File: src/sv/swzs_pkg.sv
// ----------------------------------------------------------------------------
// swzs_pkg
// shared types and constants of the sliding window statistics block
// ----------------------------------------------------------------------------
`default_nettype none

package swzs_pkg;

  localparam int SAMPLE_BITS = 24;
  localparam int SUM_W       = 35;
  localparam int SQ_W        = 58;
  localparam int WL_W        = 11;
  localparam int THR_W       = 32;
  localparam int INV_W       = 32;
  localparam int DG_W        = 36;
  localparam int DIV_W       = 72;
  localparam int DVS_W       = 58;
  localparam int CFG_IDX_W   = 2;
  localparam int CFG_DATA_W  = 32;

  localparam logic [1:0] ST_NORMAL  = 2'd0;
  localparam logic [1:0] ST_INVALID = 2'd1;
  localparam logic [1:0] ST_FLAT    = 2'd2;

  localparam logic [CFG_IDX_W-1:0] REG_WINDOW_LENGTH  = 2'd0;
  localparam logic [CFG_IDX_W-1:0] REG_FLAT_THRESHOLD = 2'd1;

  localparam logic [WL_W-1:0]  WL_RESET  = 11'd64;
  localparam logic [THR_W-1:0] THR_RESET = 32'd2;

  typedef struct packed {
    logic signed [SAMPLE_BITS-1:0] x;
    logic signed [SAMPLE_BITS-1:0] old;
    logic signed [SUM_W-1:0]       sum;
    logic [SQ_W-1:0]               sq;
    logic                          tainted;
    logic                          had_window;
    logic                          final_req;
  } job_t;

  typedef struct packed {
    logic              start;
    logic [DIV_W-1:0]  dividend;
    logic [DVS_W-1:0]  divisor;
  } div_req_t;

  typedef struct packed {
    logic              busy;
    logic              done;
    logic [DIV_W-1:0]  quo;
    logic [DVS_W-1:0]  rem;
  } div_rsp_t;

endpackage

`default_nettype wire

File: src/sv/swzs_queue.sv
// ----------------------------------------------------------------------------
// swzs_queue
// two-entry queue of window jobs between front and back
// ----------------------------------------------------------------------------
`default_nettype none

module swzs_queue (
  input  wire             clk,
  input  wire             rst_n,
  input  wire             push,
  input  swzs_pkg::job_t  push_job,
  input  wire             pop,
  output swzs_pkg::job_t  head,
  output logic            full,
  output logic            empty
);

  swzs_pkg::job_t ent_r [2];
  logic       wr_r, rd_r;
  logic [1:0] cnt_r;

  assign full  = (cnt_r == 2'd2);
  assign empty = (cnt_r == 2'd0);
  assign head  = ent_r[rd_r];

  always_ff @(posedge clk) begin
    if (push) begin
      ent_r[wr_r] <= push_job;
    end
  end

  always_ff @(posedge clk) begin
    if (!rst_n) begin
      wr_r  <= 1'b0;
      rd_r  <= 1'b0;
      cnt_r <= 2'd0;
    end else begin
      if (push) wr_r <= ~wr_r;
      if (pop)  rd_r <= ~rd_r;
      cnt_r <= cnt_r + {1'b0, push} - {1'b0, pop};
    end
  end

  a_no_overflow: assert property (@(posedge clk) disable iff (!rst_n)
    push |-> !full || pop)
    else $error("job queue overflow");

  a_no_underflow: assert property (@(posedge clk) disable iff (!rst_n)
    pop |-> !empty)
    else $error("job queue underflow");

  a_count_range: assert property (@(posedge clk) disable iff (!rst_n)
    cnt_r != 2'd3)
    else $error("job queue count out of range");

endmodule

`default_nettype wire

File: config.mk
export PLATFORM = sky130hd
export DESIGN_NAME = swzs_queue
export DESIGN_NICKNAME = d
export VERILOG_FILES = /design/src/sv/swzs_pkg.sv /design/src/sv/swzs_queue.sv
export SDC_FILE = /design/constraint.sdc
export NUM_CORES = 1
export LEC_CHECK = 0
export BUFFER_PORTS_ARGS = -buffer_cell sky130_fd_sc_hd__clkbuf_2
export CORE_UTILIZATION = 56
export DETAILED_ROUTE_END_ITERATION = 7
export PLACE_DENSITY = 0.81
export SLEW_MARGIN = 15
export SYNTH_ARGS = -nofsm -noshare
export SYNTH_HDL_FRONTEND = slang
export SYNTH_SLANG_ARGS = --single-unit
File: constraint.sdc
create_clock -name clk -period 30.4 [get_ports clk]
set_clock_uncertainty 0.1 [all_clocks]
set_input_delay 9.12 -clock clk [delete_from_list [all_inputs] [get_ports clk]]
set_output_delay 9.12 -clock clk [all_outputs]
set_load 0.005 [all_outputs]
==> flow_metrics.py <==
metrics = {
    "global_routing": {
        "grt_pass1_vias": 5740,
        "grtUsageMet2": 0.3570,
        "top_usage_layer": "met2",
        "grt_usage": 0.2009,
        "grt_pass1_wl_um": 30290,
        "met3_usage": 0.06080,
        "grt_use_met1": 0.2346,
        "antenna_found_initial": 0,
        "grt-ovfl-total": 0,
        "grt_max_degree": 85,
    },
    "clock_tree": {
        "cts_buffers": 29,
        "ctsResizeCount": 0,
        "cts-root-buf": "clkbuf_16",
        "cts_tree": "done",
        "cts.sinks": 293,
        "htree_levels": 1,
        "cts_hold_buf": 0,
        "cts.path.max_buffers": 3,
        "clkLatencyLatePin_ns": 0.52,
        "post_cts_buffers": 0,
        "clk_pin_slew_ns": 0.06,
    },
    "die": {
        "die_x_um": 141.2,
        "ios": 294,
        "die_area_sq_um": 19940,
        "rows": 50,
        "die_height_um": 141.2,
        "start_util": 0.5762,
        "core_area_sq_um": 18830,
    },
    "cells_and_area": {
        "diodes": 0,
        "regArea_sq_um": 8752,
        "nNetsFinal": 932,
        "syn_to_final_growth_pct": 24.54,
        "multiInputGateArea_sq_um": 1974,
        "n_fill_cell": 1148,
        "drive_gt1_frac": 0.6047,
    },
    "worst_setup_path": {
        "crit_buf_inv": 2,
        "reg2reg_slack_ns": 27.61,
        "critPathArrivalTime_ns": 2.51,
        "start_kind": "flip-flop",
        "crit_path_max_fanout": 69,
        "r2r_cells": 3,
        "path_cells": "buf_4 -> mux2_2 -> clkbuf_2",
        "crit_path_end": "head[52]",
        "cpPeakStageDelay_ns": 0.79,
        "slowest_stage": "buf_4",
        "worstSetupPathType": "flip-flop to output pin",
        "end_kind": "output pin",
        "path_depth": 3,
        "reg2reg_to": "ent_r[0][70]$_DFFE_PP_",
        "crit_required_ns": 21.18,
        "crit_family": "buffers and inverters",
        "r2r_start": "wr_r$_SDFFE_PN0P_",
    },
    "routing": {
        "dr.pass1.iters": 4,
        "route.detailed.drc": 0,
        "drt_wl_total_um": 20260,
        "num_vias": 5469,
        "vias_per_cell": 5.150,
        "ant_nets": 0,
        "drtIter0Drc": 261,
        "routedWlPerCell_um": 19.08,
    },
    "sta": {
        "worstMarginPinSlew_ns": 1.137,
        "hold_viol": 0,
        "fin_crit_sh": 0.3859,
        "timing.fmax_mhz": 85.24,
        "slew_viol_final": 0,
        "fin_ws_ns": 18.67,
        "fin_crit_ns": 11.73,
        "rsz0062_at_grt": "no",
        "timing.hold.ws_ns": 0.4762,
        "tns_ns": 0,
        "setup_violations": 0,
        "relSlewSlack": 0.2418,
    },
    "power": {
        "combPwrFrac": 0.097,
        "power.internal_mw": 0.7304,
        "p_sw_frac": 0.2019,
        "p_switching_mw": 0.1847,
        "vdd_drop_max_v": 0.00007299,
        "clkPwrFrac": 0.385,
        "p_leak_nw": 5.286,
        "powerDensity_nw_per_um2": 67.72,
        "p_seq_frac": 0.518,
    },
    "place": {
        "pre_cts_slack_ns": 18.60,
        "dpl.hpwl_um": 13600,
        "gp_congestion": 0.7545,
        "port_buffers": 293,
    },
    "synthesis": {
        "syn_inst": 469,
        "ys_seq_area_frac": 0.8063,
        "synth_warnings": 0,
        "syn_avg_cell_area_sq_um": 23.14,
        "synth_seq_cells": 293,
        "ys_types": 14,
        "syn_area_sq_um": 10850,
        "syn_nets": 619,
    },
    "min_path": {
        "whs_path_depth": 2,
        "hold_path.class": "flip-flop to flip-flop",
    },
    "job": {
        "maxCapViolCount": 0,
    },
    "run_status": {
        "status": "completed",
    },
}
[cells by family (layout without fill, tap and decap cells)]
group | after synthesis | after routing | synth area share
DFF | 293 | 293 | 0.8063
buffers and inverters | 18 | 351 | 0.01269
AOI/OAI and AO/OA | 1 | 1 | 0.0006921
adders and majority gates | 2 | 2 | 0.002306
xor gates and xnor gates | 2 | 2 | 0.002883
and+or+nand+nor | 9 | 9 | 0.004957
muxes | 144 | 144 | 0.1702
[registers in the layout, summed over array words and instances (netlist names), named ones only]
register,count
rd_r,1
ent_r,288
wr_r,1
cnt_r,2
[worst min-delay path by stage]
stage | startpoint | endpoint
after floorplan | rd_r$_SDFFE_PN0P_ | flip-flop
after global placement | rd_r$_SDFFE_PN0P_ | rd_r$_SDFFE_PN0P_
after detailed placement | rd_r$_SDFFE_PN0P_ | flip-flop
after CTS | rd_r$_SDFFE_PN0P_ | flip-flop
after global routing | rd_r$_SDFFE_PN0P_ | flip-flop
final | rd_r$_SDFFE_PN0P_ | flip-flop
[routing by layer]
metal,vias up,wire [um]
li1,2492,-
met1,2667,7631
met2,273,10370
met3,37,1819
met4,0,443
met5,-,0
[cells in the final DEF, fill, tap and decap left out, types with 2 or more instances in the layout]
cell type	instances
clkbuf_16	29
mux2_4	60
inv_1	2
and2_1	3
clkbuf_1	4
ha_1	2
clkbuf_2	293
dfxtp_1	4
clkinv_2	5
clkinv_1	7
mux2_2	84
buf_4	5
nor2b_1	3
bufinv_16	5
edfxtp_1	288
[synthesized netlist by cell type]
cell type    n  area, sq um
inv_1        2        7.510
xnor3_1      1        22.52
nor2_1       1        3.750
mux2_4      60        900.9
o21a_1       1        7.510
dfxtp_1      5        100.1
edfxtp_1   288         8648
nor2b_1      4        25.02
buf_2        8        40.04
xor2_1       1        8.760
ha_1         2        25.02
and2_1       4        25.02
mux2_2      84        945.9
buf_6        8        90.09
[cell type report]
class                           instances  area share
Multi-Input combinational cell        158      0.1461
Inverter                                2   0.0005556
Timing Repair Buffer                  298      0.1113
Clock inverter                         18     0.01546
Sequential cell                       293      0.6477
Tap cell                              260     0.02407
Clock buffer                           33     0.05481
[worst register-to-register path, stage by stage (launching register included)]
cell and delay (ns):
dfxtp_1 0.34, nor2b_4 0.29, buf_4 0.64, buf_4 0.97
[power by group through the flow]
stage | logic (mW) | registers [mW] | clock network (mW)
after global placement | 0.0863 | 0.481 | 0
final | 0.0888 | 0.474 | 0.352
after detailed placement | 0.0895 | 0.483 | 0
after global routing | 0.0955 | 0.476 | 0.374
after CTS | 0.0902 | 0.475 | 0.358
after floorplan | 0.0508 | 0.483 | 0
[through the flow]
step | instance area (sq um) | std cells | total power [mW] | util
after global routing | 13510 | 1062 | 0.9458 | 0.7176
after floorplan | 10850 | 469 | 0.5338 | -
after detailed placement | 12560 | 1011 | 0.5725 | 0.6672
after global placement | 12560 | 1011 | 0.5674 | 0.6672
after CTS | 13510 | 1062 | 0.9228 | 0.7176
final | 13510 | 1062 | 0.9151 | 0.7176
Power figures use the tool's default switching activity.
