### src/sv/swzs_pkg.sv
// ----------------------------------------------------------------------------
// swzs_pkg
// shared types and constants of the sliding window statistics block
// ----------------------------------------------------------------------------
`default_nettype none

package swzs_pkg;

  localparam int SAMPLE_BITS = 24;
  localparam int SUM_W       = 35;
  localparam int SQ_W        = 58;
  localparam int WL_W        = 11;
  localparam int THR_W       = 32;
  localparam int INV_W       = 32;
  localparam int DG_W        = 36;
  localparam int DIV_W       = 72;
  localparam int DVS_W       = 58;
  localparam int CFG_IDX_W   = 2;
  localparam int CFG_DATA_W  = 32;

  localparam logic [1:0] ST_NORMAL  = 2'd0;
  localparam logic [1:0] ST_INVALID = 2'd1;
  localparam logic [1:0] ST_FLAT    = 2'd2;

  localparam logic [CFG_IDX_W-1:0] REG_WINDOW_LENGTH  = 2'd0;
  localparam logic [CFG_IDX_W-1:0] REG_FLAT_THRESHOLD = 2'd1;

  localparam logic [WL_W-1:0]  WL_RESET  = 11'd64;
  localparam logic [THR_W-1:0] THR_RESET = 32'd2;

  typedef struct packed {
    logic signed [SAMPLE_BITS-1:0] x;
    logic signed [SAMPLE_BITS-1:0] old;
    logic signed [SUM_W-1:0]       sum;
    logic [SQ_W-1:0]               sq;
    logic                          tainted;
    logic                          had_window;
    logic                          final_req;
  } job_t;

  typedef struct packed {
    logic              start;
    logic [DIV_W-1:0]  dividend;
    logic [DVS_W-1:0]  divisor;
  } div_req_t;

  typedef struct packed {
    logic              busy;
    logic              done;
    logic [DIV_W-1:0]  quo;
    logic [DVS_W-1:0]  rem;
  } div_rsp_t;

endpackage

`default_nettype wire

### src/sv/swzs_back.sv
// ----------------------------------------------------------------------------
// swzs_back
// per-window mean, squared deviation and inverse norm, record output
// ----------------------------------------------------------------------------
`default_nettype none

module swzs_back #(
  parameter int MW = 11
) (
  input  wire                              clk,
  input  wire                              rst_n,
  input  swzs_pkg::job_t                   q_head,
  input  wire                              q_empty,
  output logic                             q_pop,
  input  wire  [MW-1:0]                    m,
  input  wire  [swzs_pkg::THR_W-1:0]       thr,
  output swzs_pkg::div_req_t               div_req,
  input  swzs_pkg::div_rsp_t               div_rsp,
  output logic                             out_valid,
  input  wire                              out_ready,
  output logic signed [swzs_pkg::SAMPLE_BITS-1:0] out_mean,
  output logic [swzs_pkg::INV_W-1:0]       out_inv,
  output logic [1:0]                       out_status,
  output logic signed [swzs_pkg::SAMPLE_BITS-1:0] out_df,
  output logic signed [swzs_pkg::DG_W-1:0] out_dg,
  output logic                             out_last
);

  localparam logic [3:0] B_IDLE  = 4'd0;
  localparam logic [3:0] B_MEAN  = 4'd1;
  localparam logic [3:0] B_SQ    = 4'd2;
  localparam logic [3:0] B_SSD   = 4'd3;
  localparam logic [3:0] B_CLS   = 4'd4;
  localparam logic [3:0] B_INV   = 4'd5;
  localparam logic [3:0] B_ROOT  = 4'd6;
  localparam logic [3:0] B_EMIT1 = 4'd7;
  localparam logic [3:0] B_EMIT2 = 4'd8;

  localparam int SB = swzs_pkg::SAMPLE_BITS;
  localparam int PW = 2 * swzs_pkg::SUM_W;

  logic [3:0] state_r;
  swzs_pkg::job_t job_r;
  logic [swzs_pkg::SUM_W-1:0] abs_r;
  logic [PW-1:0] acc_r, mcand_r;
  logic [swzs_pkg::SUM_W-1:0] mplier_r;
  logic [5:0] cnt_r;
  logic signed [SB-1:0] mean_r, pend_mean_r;
  logic [swzs_pkg::INV_W-1:0] inv_r, pend_inv_r;
  logic [1:0] st_r, pend_st_r;
  logic [swzs_pkg::SQ_W-1:0] ssd_r;
  logic [63:0] rad_r;
  logic [31:0] root_r;
  logic [32:0] srem_r;
  logic start_r;
  logic [swzs_pkg::DIV_W-1:0] dvd_r;
  logic [swzs_pkg::DVS_W-1:0] dvs_r;
  logic out_valid_r;
  logic slot_free;

  // floor mean from the magnitude quotient
  logic [swzs_pkg::SUM_W:0] qmag;
  logic signed [swzs_pkg::SUM_W+1:0] mean_full;
  // ceil of sum squared over m, and the deviation it leaves
  logic [swzs_pkg::DIV_W:0] ceil_q;
  logic [swzs_pkg::THR_W+MW-1:0] flat_lim;
  // integer square root step
  logic [34:0] r4, trial;
  logic        r_ge;
  // step terms of the record
  logic signed [SB:0] diff;
  logic signed [swzs_pkg::DG_W-1:0] dg;

  assign qmag = {1'b0, div_rsp.quo[swzs_pkg::SUM_W-1:0]}
              + ((job_r.sum < 0 && div_rsp.rem != '0) ? 1'b1 : 1'b0);
  assign mean_full = (job_r.sum < 0) ? -$signed({1'b0, qmag}) : $signed({1'b0, qmag});
  assign ceil_q = {1'b0, div_rsp.quo} + ((div_rsp.rem != '0) ? 1'b1 : 1'b0);
  assign flat_lim = thr * m;

  assign r4    = {srem_r, rad_r[63:62]};
  assign trial = {1'b0, root_r, 2'b01};
  assign r_ge  = r4 >= trial;

  assign diff = (SB+1)'(job_r.x) - (SB+1)'(job_r.old);
  assign dg   = swzs_pkg::DG_W'(job_r.x) - swzs_pkg::DG_W'(mean_r)
              + swzs_pkg::DG_W'(job_r.old) - swzs_pkg::DG_W'(pend_mean_r);

  assign slot_free = !out_valid_r || out_ready;
  assign out_valid = out_valid_r;
  assign q_pop     = (state_r == B_IDLE) && !q_empty;

  assign div_req.start    = start_r;
  assign div_req.dividend = dvd_r;
  assign div_req.divisor  = dvs_r;

  always_ff @(posedge clk) begin
    case (state_r)
      B_IDLE: begin
        if (!q_empty) begin
          job_r <= q_head;
          abs_r <= (q_head.sum < 0) ? swzs_pkg::SUM_W'(-q_head.sum)
                                    : swzs_pkg::SUM_W'(q_head.sum);
          dvd_r <= (q_head.sum < 0) ? swzs_pkg::DIV_W'(-q_head.sum)
                                    : swzs_pkg::DIV_W'(q_head.sum);
          dvs_r <= swzs_pkg::DVS_W'(m);
        end
      end
      B_MEAN: begin
        if (div_rsp.done) begin
          mean_r   <= mean_full[SB-1:0];
          acc_r    <= '0;
          mcand_r  <= PW'(abs_r);
          mplier_r <= abs_r;
          cnt_r    <= 6'(swzs_pkg::SUM_W);
        end
      end
      B_SQ: begin
        if (mplier_r[0]) acc_r <= acc_r + mcand_r;
        mcand_r  <= {mcand_r[PW-2:0], 1'b0};
        mplier_r <= {1'b0, mplier_r[swzs_pkg::SUM_W-1:1]};
        cnt_r    <= cnt_r - 1'b1;
        dvd_r    <= swzs_pkg::DIV_W'(acc_r + (mplier_r[0] ? mcand_r : '0));
      end
      B_SSD: begin
        if (div_rsp.done) begin
          ssd_r <= (ceil_q > (swzs_pkg::DIV_W+1)'(job_r.sq)) ? '0
                 : swzs_pkg::SQ_W'((swzs_pkg::DIV_W+1)'(job_r.sq) - ceil_q);
        end
      end
      B_CLS: begin
        inv_r <= '0;
        if (job_r.tainted) begin
          st_r <= swzs_pkg::ST_INVALID;
        end else if (ssd_r <= swzs_pkg::SQ_W'(flat_lim)) begin
          st_r <= swzs_pkg::ST_FLAT;
        end else begin
          st_r <= swzs_pkg::ST_NORMAL;
          if (ssd_r <= swzs_pkg::SQ_W'(1)) inv_r <= '1;
        end
        dvd_r <= swzs_pkg::DIV_W'(1) << 64;
        dvs_r <= ssd_r;
      end
      B_INV: begin
        if (div_rsp.done) begin
          rad_r  <= div_rsp.quo[63:0];
          root_r <= '0;
          srem_r <= '0;
          cnt_r  <= 6'd32;
        end
      end
      B_ROOT: begin
        rad_r  <= {rad_r[61:0], 2'b00};
        srem_r <= r_ge ? 33'(r4 - trial) : r4[32:0];
        root_r <= {root_r[30:0], r_ge};
        cnt_r  <= cnt_r - 1'b1;
        if (cnt_r == 6'd1) inv_r <= {root_r[30:0], r_ge};
      end
      B_EMIT1: begin
        if (!job_r.had_window || slot_free) begin
          pend_mean_r <= mean_r;
          pend_inv_r  <= inv_r;
          pend_st_r   <= st_r;
        end
      end
      default: begin
      end
    endcase
  end

  // output register
  always_ff @(posedge clk) begin
    if (state_r == B_EMIT1 && job_r.had_window && slot_free) begin
      out_mean   <= pend_mean_r;
      out_inv    <= pend_inv_r;
      out_status <= pend_st_r;
      out_df     <= diff[SB:1];
      out_dg     <= dg;
      out_last   <= 1'b0;
    end else if (state_r == B_EMIT2 && slot_free) begin
      out_mean   <= pend_mean_r;
      out_inv    <= pend_inv_r;
      out_status <= pend_st_r;
      out_df     <= '0;
      out_dg     <= '0;
      out_last   <= 1'b1;
    end
  end

  always_ff @(posedge clk) begin
    if (!rst_n) begin
      state_r     <= B_IDLE;
      start_r     <= 1'b0;
      out_valid_r <= 1'b0;
    end else begin
      start_r <= 1'b0;
      if (out_valid_r && out_ready) out_valid_r <= 1'b0;
      case (state_r)
        B_IDLE: begin
          if (!q_empty) begin
            start_r <= 1'b1;
            state_r <= B_MEAN;
          end
        end
        B_MEAN: begin
          if (div_rsp.done) state_r <= B_SQ;
        end
        B_SQ: begin
          if (cnt_r == 6'd1) begin
            start_r <= 1'b1;
            state_r <= B_SSD;
          end
        end
        B_SSD: begin
          if (div_rsp.done) state_r <= B_CLS;
        end
        B_CLS: begin
          if (!job_r.tainted && ssd_r > swzs_pkg::SQ_W'(flat_lim)
              && ssd_r > swzs_pkg::SQ_W'(1)) begin
            start_r <= 1'b1;
            state_r <= B_INV;
          end else begin
            state_r <= B_EMIT1;
          end
        end
        B_INV: begin
          if (div_rsp.done) state_r <= B_ROOT;
        end
        B_ROOT: begin
          if (cnt_r == 6'd1) state_r <= B_EMIT1;
        end
        B_EMIT1: begin
          if (!job_r.had_window || slot_free) begin
            if (job_r.had_window) out_valid_r <= 1'b1;
            state_r <= job_r.final_req ? B_EMIT2 : B_IDLE;
          end
        end
        B_EMIT2: begin
          if (slot_free) begin
            out_valid_r <= 1'b1;
            state_r     <= B_IDLE;
          end
        end
        default: state_r <= B_IDLE;
      endcase
    end
  end

  a_inv_zero_unless_normal: assert property (@(posedge clk) disable iff (!rst_n)
    out_valid_r && out_status != swzs_pkg::ST_NORMAL |-> out_inv == '0)
    else $error("inverse norm set on a tainted or flat window");

  a_last_has_no_step: assert property (@(posedge clk) disable iff (!rst_n)
    out_valid_r && out_last |-> out_df == '0 && out_dg == '0)
    else $error("final record carries step terms");

  a_div_start_idle: assert property (@(posedge clk) disable iff (!rst_n)
    start_r |-> !div_rsp.busy)
    else $error("divider started while busy");

endmodule

`default_nettype wire

### config.mk
export PLATFORM = sky130hd
export DESIGN_NAME = swzs_back
export DESIGN_NICKNAME = d
export VERILOG_FILES = /design/src/sv/swzs_pkg.sv /design/src/sv/swzs_back.sv
export SDC_FILE = /design/constraint.sdc
export NUM_CORES = 2
export LEC_CHECK = 0
export ABC_CLOCK_PERIOD_IN_PS = 14260
export BUFFER_PORTS_ARGS = -buffer_cell sky130_fd_sc_hd__buf_2
export CAP_MARGIN = 20
export CORE_MARGIN = 8
export CORE_UTILIZATION = 45
export CTS_CLUSTER_SIZE = 12
export DETAILED_ROUTE_END_ITERATION = 10
export GPL_ROUTABILITY_DRIVEN = 0
export GPL_TIMING_DRIVEN = 0
export PLACE_DENSITY = 0.69
export SYNTH_ARGS = -nofsm -noshare
export SYNTH_HDL_FRONTEND = slang
export SYNTH_SLANG_ARGS = --single-unit
### constraint.sdc
create_clock -name clk -period 14.26 [get_ports clk]
set_input_delay 3.565 -clock clk [delete_from_list [all_inputs] [get_ports clk]]
set_output_delay 3.565 -clock clk [all_outputs]
set_load 0.03 [all_outputs]
==> results.cfg <==
[worst_setup_path]
slowest_delay_ns = 0.61
critPathCaptureType = register
critical_path_class = in -> reg
cp_max_fo = 10
crit_path_start_kind = input pin
crit_top_cell = o21ai_0
critPathArrivalTime_ns = 13.81
crit_slowest_cell = a2111oi_1
required_ns = 14.62

[yosys]
synth_edf_count = 868
ys_warn_count = 0
synth_compound_area_frac = 0.121
synth_nets = 7469
synth_top_area_frac = 0.409
synth-simple-area-share = 0.166
netlist_top_cells_count = nand2_1, edfxtp_1, inv_1
synth-seq-area-share = 0.411
synth_area_mm2 = 0.0637
yosys.area_share.adder = 0.194
yosysMostFrequentCell = nand2_1
synth-async-reset-ratio = 0
avgSynthCellArea_um2 = 10.0
yosys.area.top_type = edfxtp_1
yosys.area_share.xor_xnor = 0.0561
synth_seq_cells = 875
synth-main-ff-cell = edfxtp_1
synth_top_family_by_area = adder cells
syn_inst = 6353
muxShareOfSynthArea = 0.00130
yosys-top-cells-area = edfxtp_1, fa_1, ha_1
synth.distinct_cells = 90

[cells_and_area]
syn_to_final_growth_pct = 14.0
layout-drive-gt1-share = 0.115
nNetsFinal = 8148
multiInputGateArea_mm2 = 0.0344
nFillCells = 12786
fin_area_mm2 = 0.0727
finish.utilization = 0.515
regArea_mm2 = 0.0262

[grt]
track_usage = 0.243
antenna_found_initial = 84
grt_max_degree = 59
overflow = 0
grt_pass1_vias = 49621
grt_pass1_wl_um = 291000

[hold_path]
hp-class = reg -> reg

[placed_design]
io_buffers = 557
post_dp_cell_area_mm2 = 0.0695
dp_hpwl_um = 154000
pre_cts_ws_ns = -0.418

[routing]
dr_total_vias = 50613
viasPerCell = 5.60
drtIter0Drc = 4818
first_pass_iters = 7
drc = 0
drtAntennaViolNets = 0
wl_per_cell_um = 21.3
wl_um = 193000

[power]
clockPowerShare = 0.186
internal_power_mw = 7.49
ir_drop_uv = 130
p_leak_nw = 31.9
comb_power_share = 0.545
powerDensity_mw_per_mm2 = 181
switchingPower_mw = 5.65
seqPwrFrac = 0.269
swShare = 0.430

[timing]
period_share = 0.943
max_freq_mhz = 74.3
slew_violations = 0
fin_ws_ns = 0.809
tns_ns = 0
grt_setup_unrepaired = false
worst_slew_pin_slew_ns = 1.07
period_needed_ns = 13.45
setup_viol = 0
fin_skew_ns = 0.0321
hold_violations = 0
slew_headroom = 0.279

[clock_tree]
cts.reportedPaths.clkPinSlew_ns = 0.06
clk_path_buf_depth = 3
postCtsSetupRepairBufs = 0
cts_tree = yes
cts_made_buffers = 97
worstSkewPairLatency_ns = 0.71
root_buffer = clkbuf_16
cts_sinks = 875
cts_hold_buf = 0
htreeDepth = 3

[floorplan]
num_io_pins = 575
die_w_um = 392
die_h_um = 392
initial_utilization = 0.452
num_rows = 138
fp.dieArea_mm2 = 0.154
coreArea_mm2 = 0.141

[run]
cap_viol_max_count = 0

[run_status]
outcome = completed
[metal layers]
layer,part of all wire,vias to the layer above,global-route usage,wire [µm]
met3,0.087,436,0.0603,16700
met1,0.41,24605,0.320,79900
met5,0.0012,-,0.00470,233
met4,0.048,22,0.117,9280
met2,0.45,2088,0.374,86400
li1,-,23462,-,-
[flip-flops by register name (all words and copies together), names as in the netlist, 27 cells and up]
| register | cells |
|---|---|
| inv_r | 32 |
| job_r | 111 |
| dvd_r | 72 |
| acc_r | 70 |
| srem_r | 33 |
| dvs_r | 58 |
| out_inv | 32 |
| abs_r | 34 |
| mplier_r | 35 |
| out_dg | 27 |
| ssd_r | 58 |
| pend_inv_r | 32 |
| mcand_r | 70 |
| rad_r | 64 |
| root_r | 32 |
[logic make-up (layout without fill, tap and decap cells)]
| family | after synthesis | in the layout |
|---|---|---|
| DFF | 875 | 875 |
| buffers and inverters | 834 | 1575 |
| muxes | 8 | 8 |
| adders and majority gates | 793 | 793 |
| and+or+nand+nor | 2232 | 2232 |
| AOI/OAI and AO/OA | 1202 | 1202 |
| xor gates and xnor gates | 408 | 408 |
| other | 1 | 59 |
[what timing repair did]
action                                  4_1_cts  5_1_grt
resized for setup                             0       14
endpoints found under the setup margin        0       32
hold endpoints to repair                      0        0
[power by group through the flow]
stage | registers [mW] | clock network [mW] | logic, mW
floorplan | 3.74 | 0 | 4.99
global placement | 3.68 | 0 | 6.76
detailed placement | 3.59 | 0 | 7.01
CTS | 3.54 | 2.49 | 7.08
global route | 3.57 | 2.57 | 7.97
finish | 3.54 | 2.44 | 7.16
[metrics by stage]
stage | hold WS, ns | power, mW | cells
5_1_grt | 0.420 | 14.1 | 9024
3_3_place_gp | 0.404 | 10.4 | 8800
3_5_place_dp | 0.405 | 10.6 | 8824
6_report | 0.416 | 13.1 | 9042
2_1_floorplan | 0.400 | 8.72 | 6353
4_1_cts | 0.416 | 13.1 | 8985
[critical path, delay by kind of cell]
| family | cells | cell delay (ns) |
|---|---|---|
| AOI/OAI and AO/OA | 18 | 4.89 |
| xor gates and xnor gates | 1 | 0.20 |
| adders and majority gates | 7 | 3.17 |
| buffers and inverters | 6 | 1.32 |
| and+or+nand+nor | 4 | 0.64 |
[final timing paths]
| kind | startpoint | end | slack [ns] | cells after the start |
|---|---|---|---|---|
| worst max-delay path | m[4] | inv_r[1] | 0.81 | 36 |
| worst max register to register | mplier_r[0] | dvd_r[69] | 8.41 | 15 |
| worst min-delay path | pend_inv_r[1] | out_inv[1] | 0.42 | 0 |
| worst min register to register | pend_inv_r[1] | out_inv[1] | 0.42 | 0 |
[cell type report]
class / count / area share
multi-input cells: 4644 / 0.473
flip-flops and latches: 875 / 0.361
repair buffers: 582 / 0.0457
clock buffers: 111 / 0.0344
well taps: 1890 / 0.0325
inverters: 548 / 0.0283
plain buffers: 284 / 0.0165
clock inverters: 50 / 0.00689
diodes: 58 / 0.00200
[placed cells by master, fill, tap and decap left out, types with 58 or more instances in the layout]
cell / instances
a21o_1: 221
a21oi_1: 338
and2_1: 277
and3_1: 112
buf_2: 577
clkbuf_1: 239
clkbuf_16: 98
diode_2: 58
edfxtp_1: 868
fa_1: 322
ha_1: 471
inv_1: 548
nand2_1: 888
nand2b_1: 62
nand3_1: 130
nand4_1: 82
nor2_1: 407
nor3_1: 83
o21ai_0: 258
xnor2_1: 215
xor2_1: 193
(Power assumes the default switching activity.)
