$ cat config.mk
export PLATFORM = sky130hd
export DESIGN_NAME = swzs_div
export DESIGN_NICKNAME = d
export VERILOG_FILES = /design/src/sv/swzs_pkg.sv /design/src/sv/swzs_div.sv
export SDC_FILE = /design/constraint.sdc
export NUM_CORES = 1
export LEC_CHECK = 0
export BUFFER_PORTS_ARGS = -buffer_cell sky130_fd_sc_hd__buf_2
export CAP_MARGIN = 20
export CORE_ASPECT_RATIO = 0.6
export CORE_MARGIN = 3
export CORE_UTILIZATION = 52
export CTS_BUF_LIST = sky130_fd_sc_hd__clkbuf_8 sky130_fd_sc_hd__clkbuf_16
export DETAILED_ROUTE_END_ITERATION = 12
export HOLD_SLACK_MARGIN = 0.12
export PLACE_DENSITY = 0.75
export SETUP_SLACK_MARGIN = 0.2
export SLEW_MARGIN = 20
export SYNTH_ARGS = -nofsm -noshare
export SYNTH_HDL_FRONTEND = slang
export SYNTH_SLANG_ARGS = --single-unit
$ cat constraint.sdc
create_clock -name clk -period 4.7 [get_ports clk]
set_input_delay 0 -clock clk [delete_from_list [all_inputs] [get_ports clk]]
set_output_delay 0 -clock clk [all_outputs]
set_load 0.02 [all_outputs]
$ cat src/sv/swzs_pkg.sv
// ----------------------------------------------------------------------------
// swzs_pkg
// shared types and constants of the sliding window statistics block
// ----------------------------------------------------------------------------
`default_nettype none

package swzs_pkg;

  localparam int SAMPLE_BITS = 24;
  localparam int SUM_W       = 35;
  localparam int SQ_W        = 58;
  localparam int WL_W        = 11;
  localparam int THR_W       = 32;
  localparam int INV_W       = 32;
  localparam int DG_W        = 36;
  localparam int DIV_W       = 72;
  localparam int DVS_W       = 58;
  localparam int CFG_IDX_W   = 2;
  localparam int CFG_DATA_W  = 32;

  localparam logic [1:0] ST_NORMAL  = 2'd0;
  localparam logic [1:0] ST_INVALID = 2'd1;
  localparam logic [1:0] ST_FLAT    = 2'd2;

  localparam logic [CFG_IDX_W-1:0] REG_WINDOW_LENGTH  = 2'd0;
  localparam logic [CFG_IDX_W-1:0] REG_FLAT_THRESHOLD = 2'd1;

  localparam logic [WL_W-1:0]  WL_RESET  = 11'd64;
  localparam logic [THR_W-1:0] THR_RESET = 32'd2;

  typedef struct packed {
    logic signed [SAMPLE_BITS-1:0] x;
    logic signed [SAMPLE_BITS-1:0] old;
    logic signed [SUM_W-1:0]       sum;
    logic [SQ_W-1:0]               sq;
    logic                          tainted;
    logic                          had_window;
    logic                          final_req;
  } job_t;

  typedef struct packed {
    logic              start;
    logic [DIV_W-1:0]  dividend;
    logic [DVS_W-1:0]  divisor;
  } div_req_t;

  typedef struct packed {
    logic              busy;
    logic              done;
    logic [DIV_W-1:0]  quo;
    logic [DVS_W-1:0]  rem;
  } div_rsp_t;

endpackage

`default_nettype wire

$ cat src/sv/swzs_div.sv
// ----------------------------------------------------------------------------
// swzs_div
// shared restoring divider, one quotient bit per cycle
// ----------------------------------------------------------------------------
`default_nettype none

module swzs_div (
  input  wire                 clk,
  input  wire                 rst_n,
  input  swzs_pkg::div_req_t  req,
  output swzs_pkg::div_rsp_t  rsp
);

  localparam int CW = $clog2(swzs_pkg::DIV_W + 1);

  logic [swzs_pkg::DIV_W-1:0] quo_r;
  logic [swzs_pkg::DVS_W-1:0] rem_r, dvs_r;
  logic [swzs_pkg::DVS_W:0]   sh;
  logic                       ge;
  logic [CW-1:0]              cnt_r;
  logic                       busy_r, done_r;

  assign sh = {rem_r, quo_r[swzs_pkg::DIV_W-1]};
  assign ge = sh >= {1'b0, dvs_r};

  assign rsp.busy = busy_r;
  assign rsp.done = done_r;
  assign rsp.quo  = quo_r;
  assign rsp.rem  = rem_r;

  always_ff @(posedge clk) begin
    if (req.start) begin
      quo_r <= req.dividend;
      rem_r <= '0;
      dvs_r <= req.divisor;
    end else if (busy_r) begin
      rem_r <= ge ? swzs_pkg::DVS_W'(sh - {1'b0, dvs_r}) : sh[swzs_pkg::DVS_W-1:0];
      quo_r <= {quo_r[swzs_pkg::DIV_W-2:0], ge};
    end
  end

  always_ff @(posedge clk) begin
    if (!rst_n) begin
      busy_r <= 1'b0;
      done_r <= 1'b0;
      cnt_r  <= '0;
    end else begin
      done_r <= 1'b0;
      if (req.start) begin
        busy_r <= 1'b1;
        cnt_r  <= CW'(swzs_pkg::DIV_W);
      end else if (busy_r) begin
        cnt_r <= cnt_r - 1'b1;
        if (cnt_r == CW'(1)) begin
          busy_r <= 1'b0;
          done_r <= 1'b1;
        end
      end
    end
  end

endmodule

`default_nettype wire

==> impl_metrics.toml, run 1 <==
[status]
outcome = "finished clean"

[timing]
tightest_slew_ps = 903.1
fmax_ghz = 0.2614
rsz0062_at_grt = "false"
setup_viol = 0
slew_headroom_pct = 39.79
fin_crit_sh_pct = 81.41
fin_setup_tns_ps = 0
finalClockSkew_ps = 12.75
worst_hold_slack_ps = 272.6
finalHoldViolations = 0
drv_slew = 0
period_minus_slack_ps = 3826

[global_routing]
antenna_found_initial = 0
grt_overflow = 0
grt_max_degree = 72
grt_pass1_wl_um = 53520
grt_pass1_vias = 9672
grt_use_total_pct = 28.74

[clocking]
clk_pin_slew_ps = 70
cts_setup_buffers = 0
cts_tree = "built"
numCtsBuffers = 17
clockBufferDepth = 2
clk_latency_ps = 440
clock-sinks = 197
htreeDepth = 4
clockRootBuffer = "clkbuf_16"

[yosys]
synth.distinct_cells = 75
synth-seq-cells = 197
syn_area_per_cell_sq_um = 10.25
synth_area_leaders = "edfxtp_1, dfxtp_1, mux2_2"
synthArstFlopShare_pct = 0
synthFlopType = "edfxtp_1"
yosysTopAreaCell = "edfxtp_1"
netlist_area_sq_mm = 0.01144
yosysWarnings = 0
synth_seq_area_share_pct = 45.84
synth_cells = 1116
synth_edf_count = 130
yosysTopAreaCellShare_pct = 34.12
syn_nets = 1310

[finish]
drive_gt1_share_pct = 26.54
num_antenna_cells = 0
final_nets = 1673
syn_to_final_growth_pct = 29.35

[critical_path]
rr_worst_depth = 14
critPathKind = "flip-flop to flip-flop"
start_kind = "flip-flop"
crit_fanout = 4
crit_path_end_kind = "flip-flop"
cp.required_ps = 5050
worstPathArrival_ps = 4170

[drt]
antenna_left = 0
dr.pass1.iters = 6
drt_iter0_markers = 930
drc = 0
wire_per_inst_um = 19.41
drt-total-wl_um = 34380
viasPerCell = 5.691
via_count = 10080

[pwr]
power_density_mw_per_mm2 = 343.2
cellLeakagePower_nw = 6.464
vdd_drop_max_mv = 0.2707

[floorplanning]
die_area_sq_mm = 0.02388
start_util_pct = 53.74
fp.dieW_um = 197.5
rows = 41
die_h_um = 120.9
coreArea_sq_mm = 0.02129
io_pins = 265

[hold_path]
hp-class = "input pin to flip-flop"
hold_depth = 2

[placement]
port_buffers = 264
dp_hpwl_um = 23770
place.gp.congestion = 0.9583

[run]
maxCapViolCount = 0
-- area by class of cell --
type	count	area, sq um
inverters	74	277.8
clock buffers	17	425.4
multi-input cells	784	5609
well taps	279	349.1
clock inverters	15	162.7
fillers	1579	6490
repair buffers	405	2729
flip-flops and latches	197	5246
-- final timing paths --
path	from	to	slack, ps
worst max-delay path	quo_r[71]$_DFFE_PP_	rem_r[56]$_SDFFE_PP0P_	870
worst min-delay path	req[53]	dvs_r[53]$_DFFE_PP_	270
worst max register to register	quo_r[71]$_DFFE_PP_	rem_r[56]$_SDFFE_PP0P_	870
worst min register to register	rem_r[21]$_SDFFE_PP0P_	rem_r[21]$_SDFFE_PP0P_	490
-- sequential cells by signal (all words and copies together), names as in the netlist --
register and cells:
rem_r 58, cnt_r 7, quo_r 72, done_r 1
dvs_r 58, busy_r 1
-- layer usage --
layer	GRT usage, %	up-vias	part of all wire (%)
met5	0	-	0
met4	6.228	0	1.6
met3	8.296	49	9.6
met2	42.38	486	43
met1	42.20	4741	46
li1	-	4802	-
-- where the power goes --
| part | switching [W] | internal, W | total (W) |
|---|---|---|---|
| Clock | 0.000673 | 0.000834 | 0.00151 |
| Sequential | 0.000112 | 0.00202 | 0.00214 |
| Combinational | 0.000844 | 0.000591 | 0.00143 |
| Total | 0.00163 | 0.00345 | 0.00508 |
-- worst max-delay path, cell delays in order, from the launching register on --
cell,delay [ps]
edfxtp_1,420
inv_1,80
ha_1,170
inv_1,60
fa_1,420
a21o_1,240
a221o_1,340
a311o_1,400
a221oi_4,350
o2111a_1,280
o21ai_1,150
a221o_1,370
xor2_1,130
nand2_1,70
a311oi_1,240
-- per-stage QoR --
stage	utilization [%]	instance area [sq um]	total power, W	worst slack [ps]	std cells
2_1_floorplan	-	11440	0.003089	1202	1116
3_3_place_gp	60.55	12890	0.003459	1058	1607
3_5_place_dp	60.55	12890	0.003479	959.6	1607
4_1_cts	69.52	14800	0.005061	914.5	1771
5_1_grt	69.52	14800	0.005305	506.8	1771
6_report	69.52	14800	0.005079	873.9	1771
-- synth_stat cells (all sizes together) (4+ instances only) --
master,n
nand2b,10
a31oi,8
o21bai,7
o31a,6
a21boi,6
nand2,95
mux2,72
a211o,6
clkbuf,34
and3,9
xnor2,35
nand3,22
a21o,31
nor2b,6
a311oi,12
nor3,13
o21a,7
o211ai,11
edfxtp,130
o21ai,63
nor3b,4
nand4,20
nor2,87
xor2,23
dfxtp,67
buf,26
inv,74
a211oi,27
mux2i,27
ha,60
or3,4
a21oi,71
-- kinds of logic after synthesis --
kind of cell / Yosys count / share of synthesized area, %
DFF: 197 / 45.84
and+or+nand+nor: 289 / 11.95
AOI/OAI and AO/OA: 277 / 16.32
buffers and inverters: 135 / 5.260
adders and majority gates: 61 / 6.737
muxes: 99 / 9.449
xor gates and xnor gates: 58 / 4.440
-- cells in the final DEF, fill, tap and decap left out, types with 7 or more instances in the layout --
cell / count
o21ai_0: 41
nand2b_1: 10
nand4_1: 20
nor2_1: 87
a311oi_1: 12
mux2i_1: 27
nand3_1: 22
a21oi_1: 68
o21bai_1: 7
edfxtp_1: 130
a211oi_1: 26
inv_1: 76
buf_2: 263
buf_4: 8
a31oi_1: 8
nand2_1: 93
dfxtp_1: 66
o21a_1: 7
nor3_1: 13
and3_1: 9
xor2_1: 23
mux2_2: 72
ha_1: 60
o21ai_1: 21
a21o_1: 31
clkbuf_16: 17
xnor2_1: 35
o211ai_1: 9
dlygate4sd3_1: 132
-- timing repair --
action / 4_1_cts / 5_1_grt
hold endpoints to repair: 141 / 0
gates resized for setup: 0 / 0
hold buffers: 132 / 0
(Power assumes the default switching activity.)
==> inputs of run 2 (changes only) <==
==> constraint.sdc (replaced) <==
create_clock -name clk -period 3.65 [get_ports clk]
set_input_delay 0 -clock clk [delete_from_list [all_inputs] [get_ports clk]]
set_output_delay 0 -clock clk [all_outputs]
set_load 0.02 [all_outputs]
==> impl_metrics.toml, run 2 (synthesis results as in run 1) <==
[timing]
slew_headroom_pct = 39.97
finalHoldViolations = 0
fin_crit_sh_pct = 96.40
fmax_ghz = 0.2842
rsz0062_at_grt = "true"
worst_hold_slack_ps = 249.1
tightest_slew_ps = 900.5
fin_setup_tns_ps = 0
period_minus_slack_ps = 3519
drv_slew = 0
setup_viol = 0
finalClockSkew_ps = 21.02

[floorplanning]
start_util_pct = 53.74
fp.dieW_um = 197.5
io_pins = 265
rows = 41
coreArea_sq_mm = 0.02129
die_area_sq_mm = 0.02388
die_h_um = 120.9

[finish]
final_nets = 1699
regMostFlops = "quo_r"
stdcell_area_sq_mm = 0.01511
final_common_cell = "buf_2"
drive_gt1_share_pct = 28.52
largest_reg_flops = 72
syn_to_final_growth_pct = 32.05
reg_top3 = "quo_r: 72 flops, dvs_r: 58 flops, rem_r: 58 flops"
layout_common_cells = "buf_2, dlygate4sd3_1, edfxtp_1"

[clocking]
htreeDepth = 4
clock-sinks = 197
clockBufferDepth = 2
clk_latency_ps = 460
clk_pin_slew_ps = 80
clockRootBuffer = "clkbuf_16"
numCtsBuffers = 17
cts_tree = "built"

[pwr]
power_density_mw_per_mm2 = 445.6
cellLeakagePower_nw = 6.613
vdd_drop_max_mv = 0.3534
p_total_w = 0.006732

[drt]
viasPerCell = 5.714
dr.pass1.iters = 5
via_count = 10270
drt_iter0_markers = 1085
drt-total-wl_um = 35210
wire_per_inst_um = 19.58
drc = 0
antenna_left = 0

[critical_path]
crit_path_end_kind = "flip-flop"
cpPeakStageDelay_ps = 380
critPathKind = "flip-flop to flip-flop"
startpoint = "quo_r[71]$_DFFE_PP_"
cp.required_ps = 3990
worstPathArrival_ps = 3860
crit_fanout = 3
critPathSlowestCell = "edfxtp_1"
cp_cell_sequence = "inv_1 -> ha_2 -> inv_2 -> fa_2 -> a21o_1 -> a221o_1 -> a311o_1 -> a221oi_4 -> buf_4 -> buf_6 -> o211ai_1 -> a21bo_2 -> a21boi_2 -> o21bai_1 -> xnor2_1 -> o21ai_1"
cp_num_buf_inv = 4
worstReg2RegStart = "quo_r[71]$_DFFE_PP_"
regToRegSetupSlack_ps = 130
start_kind = "flip-flop"
critPathTopFamily = "compound AO/OA/AOI/OAI gates"

[global_routing]
grt_use_total_pct = 29.52
grt_pass1_vias = 10050
grt_max_degree = 66
antenna_found_initial = 1
grt_pass1_wl_um = 55120
grt_overflow = 0

[hold_path]
hp-start = "req[51]"
hp-class = "input pin to flip-flop"

[placement]
dp_hpwl_um = 24450
port_buffers = 264
place.gp.congestion = 0.9643
placed_area_sq_mm = 0.01305

[run]
maxCapViolCount = 0

[status]
outcome = "finished clean"
run 2: cell count changes in the layout (fill, tap and decap cells not counted), sizes merged:
cell	change
clkinv	-2
diode	+1
bufinv	+1
clkinvlp	+1
buf	+25
dlygate4sd3	+1
run 2: power by group:
part / internal (W) / switching (W)
Sequential: 0.00261 / 0.000137
Combinational: 0.000815 / 0.00112
Clock: 0.00115 / 0.000895
run 2: what timing repair did:
item                                   CTS  global route
hold buffers                           133             0
pin swaps                                5             9
endpoints found under the hold margin  156             0
buffers inserted                         2             5
setup endpoints to repair                3            22
gates resized for setup                  2            11
run 2: routing by layer:
layer	routed length (um)	up-vias	GRT usage [%]
li1	-	4854	-
met1	15700	4840	42.42
met2	15080	506	43.74
met3	3547	74	8.269
met4	884	0	8.657
met5	0	-	0
run 2: layout make-up:
class,instances,area (sq um)
Clock buffer,17,425.4
Antenna cell,1,2.502
Sequential cell,197,5246
Timing Repair Buffer,431,2955
Tap cell,279,349.1
Clock inverter,15,198.9
Inverter,74,277.8
Multi-Input combinational cell,784,5653
Fill cell,1604,6181
run 2: through the flow:
stage	worst slack, ps	utilization, %	cells
after floorplan	234.6	-	1116
after global placement	217.3	61.31	1625
after detailed placement	66.86	61.31	1625
after CTS	226.2	70.59	1792
after global routing	15.52	70.97	1798
final	131.4	70.97	1798
run 2: worst paths after layout:
path / cells after the start / endpoint
worst max-delay path: 16 / rem_r[36]$_SDFFE_PP0P_
worst min-delay path: 2 / dvs_r[51]$_DFFE_PP_
worst max register to register: 16 / rem_r[36]$_SDFFE_PP0P_
worst min register to register: 2 / rem_r[20]$_SDFFE_PP0P_
==> inputs of run 3 (changes only) <==
--- a/config.mk
+++ b/config.mk
@@ -5,6 +5,7 @@
 export SDC_FILE = /design/constraint.sdc
 export NUM_CORES = 1
 export LEC_CHECK = 0
+export ABC_AREA = 1
 export BUFFER_PORTS_ARGS = -buffer_cell sky130_fd_sc_hd__buf_2
 export CAP_MARGIN = 20
 export CORE_ASPECT_RATIO = 0.6
@@ -13,7 +14,7 @@
 export CTS_BUF_LIST = sky130_fd_sc_hd__clkbuf_8 sky130_fd_sc_hd__clkbuf_16
 export DETAILED_ROUTE_END_ITERATION = 12
 export HOLD_SLACK_MARGIN = 0.12
-export PLACE_DENSITY = 0.75
+export PLACE_DENSITY = 0.74
 export SETUP_SLACK_MARGIN = 0.2
 export SLEW_MARGIN = 20
 export SYNTH_ARGS = -nofsm -noshare
==> impl_metrics.toml, run 3 <==
[pwr]
power_density_mw_per_mm2 = 328.5
vdd_drop_max_mv = 0.2758
cellLeakagePower_nw = 8.996

[hold_path]
hp-class = "input pin to flip-flop"

[floorplanning]
fp.dieW_um = 211.4
coreArea_sq_mm = 0.02450
io_pins = 265
die_area_sq_mm = 0.02731
die_h_um = 129.2
start_util_pct = 53.71
rows = 44

[critical_path]
crit_top_cell = "nand2_1"
cpPeakStageDelay_ps = 450
cp_cell_sequence = "inv_1 -> ha_1 -> inv_1 -> fa_1 -> nand2_1 -> nand3_1 -> nand2_1 -> nand2_1 -> nand2_1 -> nand3b_1 -> nand2_1 -> nand3_1 -> nand2_1 -> nand3_1 -> nand2_1 -> nand2_1"
critPathKind = "flip-flop to flip-flop"
critPathSlowestCell = "fa_1"
cp_num_buf_inv = 2
cp.required_ps = 4000
critPathTopFamily = "simple AND/OR/NAND/NOR gates"
start_kind = "flip-flop"
worstPathArrival_ps = 3360
crit_path_end_kind = "flip-flop"
crit_fanout = 4

[yosys]
yosysTopAreaCellShare_pct = 29.67
synth-compound-area-share_pct = 4.117
yosysWarnings = 0
syn_nets = 2170
synthArstFlopShare_pct = 0
synth_seq_area_share_pct = 39.86
synth_edf_count = 130
synth_cells = 1976
synthFlopType = "edfxtp_1"
synth-seq-cells = 197
synth_xor_area_share_pct = 2.063
netlist_area_sq_mm = 0.01316
syn_area_per_cell_sq_um = 6.659
synthMuxAreaShare_pct = 0
yosysTopAreaCell = "edfxtp_1"
synth_area_leaders = "edfxtp_1, nand2_1, dfxtp_1"
post-synth-top-count-cell = "nand2_1"
synthTopCellsByCount = "nand2_1, inv_1, nor2_1"
synth_top_family_by_area = "simple AND/OR/NAND/NOR gates"
synth.distinct_cells = 37
synth_fa_ha_area_share_pct = 5.857
synth-simple-area-share_pct = 36.67

[timing]
drv_slew = 0
period_minus_slack_ps = 3009
fin_crit_sh_pct = 82.43
finalClockSkew_ps = 14.11
tightest_slew_ps = 854.7
finalHoldViolations = 0
rsz0062_at_grt = "false"
setup_ws_ps = 641.5
worst_hold_slack_ps = 238.6
fmax_ghz = 0.3324
fin_setup_tns_ps = 0
setup_viol = 0
slew_headroom_pct = 43.02

[global_routing]
grt_max_degree = 67
grt_use_total_pct = 34.51
antenna_found_initial = 1
grt_overflow = 0
grt_pass1_vias = 13030
grt_pass1_wl_um = 72150

[finish]
layout_common_cells = "nand2_1, inv_1, buf_2"
final_nets = 2555
final_common_cell = "nand2_1"
largest_reg_flops = 72
regMostFlops = "quo_r"
reg_top3 = "quo_r: 72 flops, dvs_r: 58 flops, rem_r: 58 flops"
syn_to_final_growth_pct = 27.30
drive_gt1_share_pct = 13.90

[clocking]
clk_latency_ps = 460
clk_pin_slew_ps = 80
clockRootBuffer = "clkbuf_16"
clock-sinks = 197
htreeDepth = 4
cts_setup_buffers = 0
numCtsBuffers = 17
cts_tree = "built"
clockBufferDepth = 2

[drt]
drc = 0
viasPerCell = 5.199
drt-total-wl_um = 47020
antenna_left = 0
dr.pass1.iters = 6
wire_per_inst_um = 17.43
via_count = 14030
drt_iter0_markers = 1662

[status]
outcome = "finished clean"

[placement]
dp_hpwl_um = 34810
port_buffers = 264
place.gp.congestion = 1.044
place_ws_ps = 858.3

[run]
maxCapViolCount = 0
==> run 3: metal layers <==
layer	global-route usage (%)	wire, um	vias up
li1	-	-	6857
met1	51.71	22290	6404
met2	48.39	18350	689
met3	10.38	5393	78
met4	9.048	989	0
met5	0	0	-
==> run 3: power breakdown <==
part	total (W)	switching (W)	internal, W
Combinational	0.000912	0.000565	0.000347
Sequential	0.00262	0.0000702	0.00255
Clock	0.00197	0.000940	0.00103
Total	0.00550	0.00158	0.00393
==> run 3: final timing paths <==
| check | start | endpoint | slack, ps | depth (start not counted) |
|---|---|---|---|---|
| max | quo_r[71]$_DFFE_PP_ | rem_r[56]$_SDFFE_PP0P_ | 640 | 16 |
| min | req[47] | dvs_r[47]$_DFFE_PP_ | 240 | 2 |
| max reg2reg | quo_r[71]$_DFFE_PP_ | rem_r[56]$_SDFFE_PP0P_ | 640 | 16 |
| min reg2reg | rem_r[47]$_SDFFE_PP0P_ | rem_r[47]$_SDFFE_PP0P_ | 490 | 2 |
==> run 3: stage by stage <==
step                      total power [W]  std cells  utilization [%]  cell area [sq um]
final                            0.005502       2698            68.38              16750
after detailed placement         0.003435       2531            60.48              14820
after global placement           0.003423       2531            60.48              14820
after global routing             0.005684       2697            68.37              16750
after CTS                        0.005483       2696            68.36              16750
after floorplan                  0.003136       1976                -              13160
==> run 3: cell type report <==
type,count,area (sq um)
clock buffers,17,425.4
repair buffers,410,2790
clock inverters,15,173.9
diodes,2,5.005
inverters,342,1284
multi-input cells,1393,6425
flip-flops and latches,197,5245
well taps,322,402.9
fillers,2076,7747
==> run 3: worst register-to-register path, delay by kind of cell (launching register included) <==
family / cells / cell delay (ps)
and+or+nand+nor: 12 / 1740
adders and majority gates: 2 / 610
DFF: 1 / 390
buffers and inverters: 2 / 170
==> run 3: repair_timing <==
action                                 4_1_cts  5_1_grt
resized for setup                            0        0
endpoints found under the hold margin      141        0
hold buffers                               133        0
==> run 3: cells by family (layout without fill, tap and decap cells) <==
family | Yosys count | count (layout)
AO/OA/AOI/OAI | 99 | 99
adder cells (fa/ha/maj) | 61 | 61
flip-flops | 197 | 197
XOR/XNOR | 31 | 31
buffers and inverters | 386 | 784
AND/OR/NAND/NOR | 1202 | 1202
other | 0 | 2
